--- config.mk ---
export PLATFORM = sky130hd
export DESIGN_NAME = hktp_ctrl
export DESIGN_NICKNAME = d
export VERILOG_FILES = /design/src/hw/rtl/hktp_pkg.sv /design/src/hw/rtl/hktp_ctrl.sv
export SDC_FILE = /design/constraint.sdc
export NUM_CORES = 1
export LEC_CHECK = 0
export BUFFER_PORTS_ARGS = -buffer_cell sky130_fd_sc_hd__buf_2
export CAP_MARGIN = 20
export CORE_AREA = 3 3 40 42
export CTS_CLUSTER_SIZE = 12
export DETAILED_ROUTE_END_ITERATION = 8
export DIE_AREA = 0 0 43 45
export GPL_ROUTABILITY_DRIVEN = 0
export PLACE_DENSITY = 0.8
export SLEW_MARGIN = 20
export SYNTH_ARGS = -nofsm -noshare
export SYNTH_HDL_FRONTEND = slang
export SYNTH_SLANG_ARGS = --single-unit
--- constraint.sdc ---
create_clock -name clk -period 1.6 [get_ports clk]
set_clock_uncertainty 0.2 [all_clocks]
set_input_delay 0.24 -clock clk [delete_from_list [all_inputs] [get_ports clk]]
set_output_delay 0.24 -clock clk [all_outputs]
set_load 0.02 [all_outputs]
--- src/hw/rtl/hktp_pkg.sv ---
`timescale 1ns / 1ps
// shared constants, result codes and controller/datapath interface types for the key table probe
package hktp_pkg;

  localparam int KEY_W           = 64;
  localparam int OWNER_W         = 64;
  localparam int STATUS_W        = 3;
  localparam int SLOT_IDX_W      = 8;
  localparam int TABLE_SLOTS_DEF = 256;

  // start slot mix
  localparam logic [KEY_W-1:0] MIX_MULT  = 64'hff51afd7ed558ccd;
  localparam int               MIX_SHIFT = 33;

  // serial reduction for a table size that is not a power of two
  localparam int RED_BITS  = 4;
  localparam int RED_STEPS = KEY_W / RED_BITS;
  localparam int RED_CNT_W = $clog2(RED_STEPS + 1);

  localparam logic [STATUS_W-1:0] ST_FOUND    = 3'd0;
  localparam logic [STATUS_W-1:0] ST_INSERTED = 3'd1;
  localparam logic [STATUS_W-1:0] ST_MISS     = 3'd2;
  localparam logic [STATUS_W-1:0] ST_MISMATCH = 3'd3;
  localparam logic [STATUS_W-1:0] ST_FULL     = 3'd4;
  localparam logic [STATUS_W-1:0] ST_INVALID  = 3'd5;

  typedef struct packed {
    logic                clr_wr;    // clear one used mark after reset
    logic                load;      // capture the input item
    logic                mul_step;  // one partial product of the mix
    logic                hash_fin;  // final xor-shift, start reduction
    logic                red_step;  // reduce a group of hash bits
    logic                idx_load;  // load start slot, clear probe count
    logic                rd;        // read the slot at the probe index
    logic                adv;       // move to the next slot
    logic                ins_wr;    // claim the probed slot
    logic                res_ld;    // load the result register
    logic [STATUS_W-1:0] res_code;
    logic                res_idx;   // report the probe index, else zero
  } cmd_t;

  typedef struct packed {
    logic clr_last;
    logic invalid;
    logic insert;
    logic mul_done;
    logic red_done;
    logic used;
    logic key_eq;
    logic owner_eq;
    logic last;
  } sts_t;

endpackage

--- src/hw/rtl/hktp_ctrl.sv ---
`timescale 1ns / 1ps
// controller: clearing pass, mix sequencing, probe walk and result handshake
module hktp_ctrl (
  input  logic           clk,
  input  logic           rst_n,
  input  logic           in_valid,
  output logic           in_stall,
  output logic           out_valid,
  input  logic           out_stall,
  output hktp_pkg::cmd_t cmd,
  input  hktp_pkg::sts_t sts
);

  localparam logic [2:0] S_CLEAR = 3'd0;
  localparam logic [2:0] S_IDLE  = 3'd1;
  localparam logic [2:0] S_CHKV  = 3'd2;
  localparam logic [2:0] S_MUL   = 3'd3;
  localparam logic [2:0] S_RED   = 3'd4;
  localparam logic [2:0] S_READ  = 3'd5;
  localparam logic [2:0] S_CHECK = 3'd6;

  logic [2:0] state_r;
  logic [2:0] state_nxt;
  logic       out_valid_r;
  logic       out_valid_nxt;
  logic       out_free;

  assign out_free = !out_valid_r || !out_stall;
  assign in_stall = (state_r != S_IDLE);

  always_comb begin
    cmd       = '0;
    state_nxt = state_r;
    case (state_r)
      S_CLEAR: begin
        cmd.clr_wr = 1'b1;
        if (sts.clr_last) begin
          state_nxt = S_IDLE;
        end
      end
      S_IDLE: begin
        if (in_valid) begin
          cmd.load  = 1'b1;
          state_nxt = S_CHKV;
        end
      end
      S_CHKV: begin
        if (!sts.invalid) begin
          state_nxt = S_MUL;
        end else if (out_free) begin
          cmd.res_ld   = 1'b1;
          cmd.res_code = hktp_pkg::ST_INVALID;
          state_nxt    = S_IDLE;
        end
      end
      S_MUL: begin
        if (sts.mul_done) begin
          cmd.hash_fin = 1'b1;
          state_nxt    = S_RED;
        end else begin
          cmd.mul_step = 1'b1;
        end
      end
      S_RED: begin
        if (sts.red_done) begin
          cmd.idx_load = 1'b1;
          state_nxt    = S_READ;
        end else begin
          cmd.red_step = 1'b1;
        end
      end
      S_READ: begin
        cmd.rd    = 1'b1;
        state_nxt = S_CHECK;
      end
      S_CHECK: begin
        if (!sts.used) begin
          // empty slot ends the walk
          if (out_free) begin
            cmd.res_ld = 1'b1;
            if (sts.insert) begin
              cmd.ins_wr   = 1'b1;
              cmd.res_code = hktp_pkg::ST_INSERTED;
              cmd.res_idx  = 1'b1;
            end else begin
              cmd.res_code = hktp_pkg::ST_MISS;
            end
            state_nxt = S_IDLE;
          end
        end else if (sts.key_eq) begin
          if (out_free) begin
            cmd.res_ld = 1'b1;
            if (sts.insert && !sts.owner_eq) begin
              cmd.res_code = hktp_pkg::ST_MISMATCH;
            end else begin
              cmd.res_code = hktp_pkg::ST_FOUND;
              cmd.res_idx  = 1'b1;
            end
            state_nxt = S_IDLE;
          end
        end else if (sts.last) begin
          // walked every slot
          if (out_free) begin
            cmd.res_ld   = 1'b1;
            cmd.res_code = sts.insert ? hktp_pkg::ST_FULL : hktp_pkg::ST_MISS;
            state_nxt    = S_IDLE;
          end
        end else begin
          cmd.adv   = 1'b1;
          state_nxt = S_READ;
        end
      end
      default: begin
        state_nxt = S_CLEAR;
      end
    endcase
  end

  always_comb begin
    if (cmd.res_ld) begin
      out_valid_nxt = 1'b1;
    end else if (!out_stall) begin
      out_valid_nxt = 1'b0;
    end else begin
      out_valid_nxt = out_valid_r;
    end
  end

  always_ff @(posedge clk) begin
    if (!rst_n) begin
      state_r     <= S_CLEAR;
      out_valid_r <= 1'b0;
    end else begin
      state_r     <= state_nxt;
      out_valid_r <= out_valid_nxt;
    end
  end

  assign out_valid = out_valid_r;

  a_res_ld_free : assert property (@(posedge clk) disable iff (!rst_n)
    cmd.res_ld |-> out_free)
    else $error("result loaded over an untaken item");

  a_ins_has_res : assert property (@(posedge clk) disable iff (!rst_n)
    cmd.ins_wr |-> (cmd.res_ld && sts.insert && !sts.used))
    else $error("slot claimed without an empty slot or a result");

  a_adv_not_last : assert property (@(posedge clk) disable iff (!rst_n)
    cmd.adv |-> (!sts.last && sts.used && !sts.key_eq))
    else $error("probe walked past the table");

  a_res_valid : assert property (@(posedge clk) disable iff (!rst_n)
    cmd.res_ld |=> out_valid_r)
    else $error("loaded result not presented");

endmodule
== Word level (Yosys, flattened, before mapping) ==
Index checks and enable logic that the tools add are counted.

* Flip-flop bits (word level): 4
* Input port bits: 13
* Output and inout bits: 16
* Logic and storage cells: 64

* Equality and inequality tests: 12
* Mux-type cells: 43
* Reductions and logical operators: 7

{| class="wikitable"
|+ Operator list
! operator !! count
|-
| 3-bit two-way mux || 10
|-
| 3-bit case mux with 7 select lines || 1
|-
| 4-bit two-way mux || 5
|-
| 1-bit two-way mux || 18
|-
| 2-bit two-way mux || 5
|-
| 5-bit two-way mux || 2
|-
| 3-bit equality test (second input constant) || 3
|-
| 2-bit inequality test (second input constant) || 4
|-
| 4-bit case mux with 2 select lines || 1
|-
| 3-bit by 2-bit equality test with 1-bit output (second input constant) || 2
|-
| 6-bit two-way mux || 1
|-
| 4-bit AND reduction || 1
|-
| 3-bit by 1-bit equality test with 1-bit output (second input constant) || 1
|-
| 1-bit logical NOT || 3
|-
| 3-bit logical NOT || 1
|-
| 3-bit by 1-bit inequality test with 1-bit output (second input constant) || 1
|-
| 2-bit by 1-bit inequality test with 1-bit output (second input constant) || 1
|-
| 1-bit logical AND || 1
|-
| 1-bit logical OR || 1
|}

== Longest topological paths before layout ==
* Word-level depth: 8
* Mapped depth: 5
* Depth with buffers taken out: 3

== Worst setup path before layout ==
No wires, ideal clock.

* Path kind: register to output
* Start: reg state_r[2]
* End: out cmd[9] in the netlist's numbering
* Arrival: 1.334 ns
* Required time: 1.160 ns
* Slack: -0.174 ns
* Stages on the path, launching flop included: 4
* Buffers on the path: 2
* Path through: dfxtp_1 > buf_6 > buf_2 > nor4b_1

{| class="wikitable"
|+ RTL lines
! what !! RTL line !! source
|-
| start, declared || hktp_ctrl.sv:22 || <nowiki>logic [2:0] state_r;</nowiki>
|-
| start signal, assigned || hktp_ctrl.sv:134 || <nowiki>state_r <= state_nxt;</nowiki>
|-
| end, declared || hktp_ctrl.sv:10 || <nowiki>output hktp_pkg::cmd_t cmd,</nowiki>
|}

==> results_dict.tcl <==
set metrics [dict create \
    portBuffers 28 \
    core_area_um2 1280 \
    antenna_found_initial 0 \
    violations "negative setup slack" \
    synth_flop_cell "dfxtp_1" \
    synth_edf_count 0 \
    r2r-end "state_r[0]" \
    wl_per_cell_um 16.5 \
    syn-num-nets 78 \
    gr-total-overflow 0 \
    cts_tree "built" \
    fmax_ghz 0.580 \
    routed_via_density 5.71 \
    fin_nets 118 \
    slowest_stage "dfxtp_4" \
    layout_setup_ws_ps -125 \
    final-setup-viol-count 11 \
    numCtsBuffers 3 \
    die_height_um 45 \
    ys_async_sr_fraction 0 \
    hpwlAfterDp_mm 1.17 \
    yosys.area.top_type "dfxtp_1" \
    required_ps 1160 \
    clock-sinks 4 \
    yosysTopAreaCellShare 0.162 \
    synthToLayoutAreaGrowth_pct 75.5 \
    diodes 0 \
    crit_family "simple AND/OR/NAND/NOR gates" \
    rsz0062_at_grt "yes" \
    cp_cell_sequence "and2b_2 > nand3_4 > a21oi_2 > buf_6" \
    vias 674 \
    clock_path_buffers 2 \
    timing.hold.ws_ps 87.9 \
    reg2reg_depth 5 \
    die_w_um 43 \
    layout_min_cycle_time_ps 1730 \
    routed_wl_mm 1.95 \
    synth.area.top_cells "dfxtp_1 (16%), nand2b_1 (10%), a21o_1 (6.1%)" \
    post-route-period-util 1.08 \
    first_pass_iters 6 \
    crit_arrival_ps 1290 \
    endpoint "cmd[0]" \
    timing.rr.start "state_r[2]" \
    drv_cap 0 \
    drc 0 \
    p_per_area_nw_per_um2 489 \
    hold_viol 0 \
    grt_max_degree 9 \
    p_leak_nw 0.387 \
    netlist_area_um2 495 \
    grt_pass1_wl_mm 2.75 \
    slew_violations 0 \
    ctsRootBufferMaster "clkbuf_4" \
    endpoint_kind "output pin" \
    yosys_warnings 0 \
    fillers 103 \
    fp-row-count 13 \
    critical_path_buf_inv_count 1 \
    synth_cell_types 34 \
    ys_seq_elements 4 \
    clk_pin_slew_ps 40 \
    grt_pass1_vias 635 \
    dr.first_iter.drc_count 10 \
    h-tree-depth 1 \
    drive_above_1_share 0.592 \
    path_class "reg2out" \
    pin_count 29 \
    initial_core_util 0.386 \
    rrSetupSlack_ps 50 \
    cp_max_fo 7 \
    track_usage 0.190 \
    clkLatencyLatePin_ps 250 \
    ys_seq_area_frac 0.162 \
    tightest_slew_ps 275 \
    hold_class "in2reg" \
    ant_nets 0 \
    crit_cells 4 \
    synth_area_per_cell_um2 7.62 \
    cp_slowest_stage_delay_ps 360 \
    startpoint "state_r[0]" \
    synth_commonest_cells "nand2b_1 (8), a21oi_1 (5), nand2_1 (5)" \
    cts_hold_buf 0 \
    slew_headroom 0.816 \
    synthMostInstantiatedCell "nand2b_1" \
    vdd_drop_max_uv 326 \
    startpoint_type "flop" \
    die-area_um2 1940 \
    status "finished with violations" \
    syn_inst 65 \
    pre_cts_slack_ps 83.9 \
]
-- state kept, by name, summed over array words and instances, names as in the netlist --
signal / count
out_valid: 1
state_r: 3
-- worst register-to-register path, cell delays in order (launching register included) --
cell and delay, ps:
dfxtp_4 360, buf_8 140, buf_4 130, or3_1 310, a21o_1 180, o311a_1 110
-- layer usage --
layer  vias up  global-route usage  wire length (um)
li1        318                   -                 -
met1       316               0.199               741
met2        32               0.353              1030
met3         8              0.0558               126
met4         0              0.0843                51
met5         -                   0                 0
-- cell families after synthesis --
| logic type | Yosys count | share of synthesized area |
|---|---|---|
| AND/OR/NAND/NOR | 36 | 0.477 |
| flip-flops | 4 | 0.162 |
| AO/OA/AOI/OAI | 18 | 0.265 |
| buffers and inverters | 7 | 0.0960 |
-- what timing repair did --
action                                  in CTS  in global routing
endpoints found under the setup margin      14                 14
endpoints found under the hold margin        0                  0
pin swaps                                    3                  5
resized for setup                           24                 12
buffers inserted                             4                  2
cloned                                       0                  0
-- power breakdown --
part           switching [mW]  internal, mW  total [mW]
Clock                  0.0569        0.0850       0.142
Sequential             0.0112         0.104       0.115
Combinational          0.0851        0.0834       0.168
-- per-stage QoR --
stage / instances / total power [mW] / TNS [ps] / util / instance area [um^2]
finish: 118 / 0.425 / -882 / 0.677 / 870
global route: 118 / 0.442 / -1350 / 0.677 / 870
CTS: 116 / 0.397 / -517 / 0.623 / 801
detailed placement: 109 / 0.250 / 0 / 0.528 / 678
global placement: 109 / 0.247 / 0 / 0.528 / 678
floorplan: 65 / 0.200 / -3.65 / - / 514
-- cell usage in the layout (no fill, tap or decap), drive strengths merged --
cell	instances
inv	2
nand2	5
o21a	1
nand4bb	2
and3	1
or3	1
o211ai	1
nor4b	1
and2b	1
clkbuf	3
and2	1
or3b	1
o21ai	1
nand4b	1
o21bai	1
o221a	1
o311a	1
nor2	5
dfxtp	4
a31oi	1
a211oi	1
nor4bb	2
nor3b	2
buf	40
nand3	3
a21oi	5
o221ai	1
and3b	1
nand2b	8
nor3	1
a21o	4
-- final cells by class --
type | instances | area (um^2) | share of cell area
flip-flops and latches | 4 | 91.3 | 0.105
inverters | 2 | 7.51 | 0.00863
well taps | 15 | 18.8 | 0.0216
clock buffers | 3 | 22.5 | 0.0259
multi-input cells | 54 | 445 | 0.512
repair buffers | 40 | 284 | 0.327
-- how the worst min path moves through the flow --
stage,depth (start not counted),slack [ps],to,from
final,3,90,state_r[1],rst_n
after global routing,2,90,state_r[2],rst_n
after CTS,2,50,state_r[2],rst_n
after detailed placement,2,300,state_r[1],out_valid
after global placement,2,300,state_r[1],out_valid
after floorplan,2,180,state_r[1],rst_n
(Power assumes the default switching activity.)
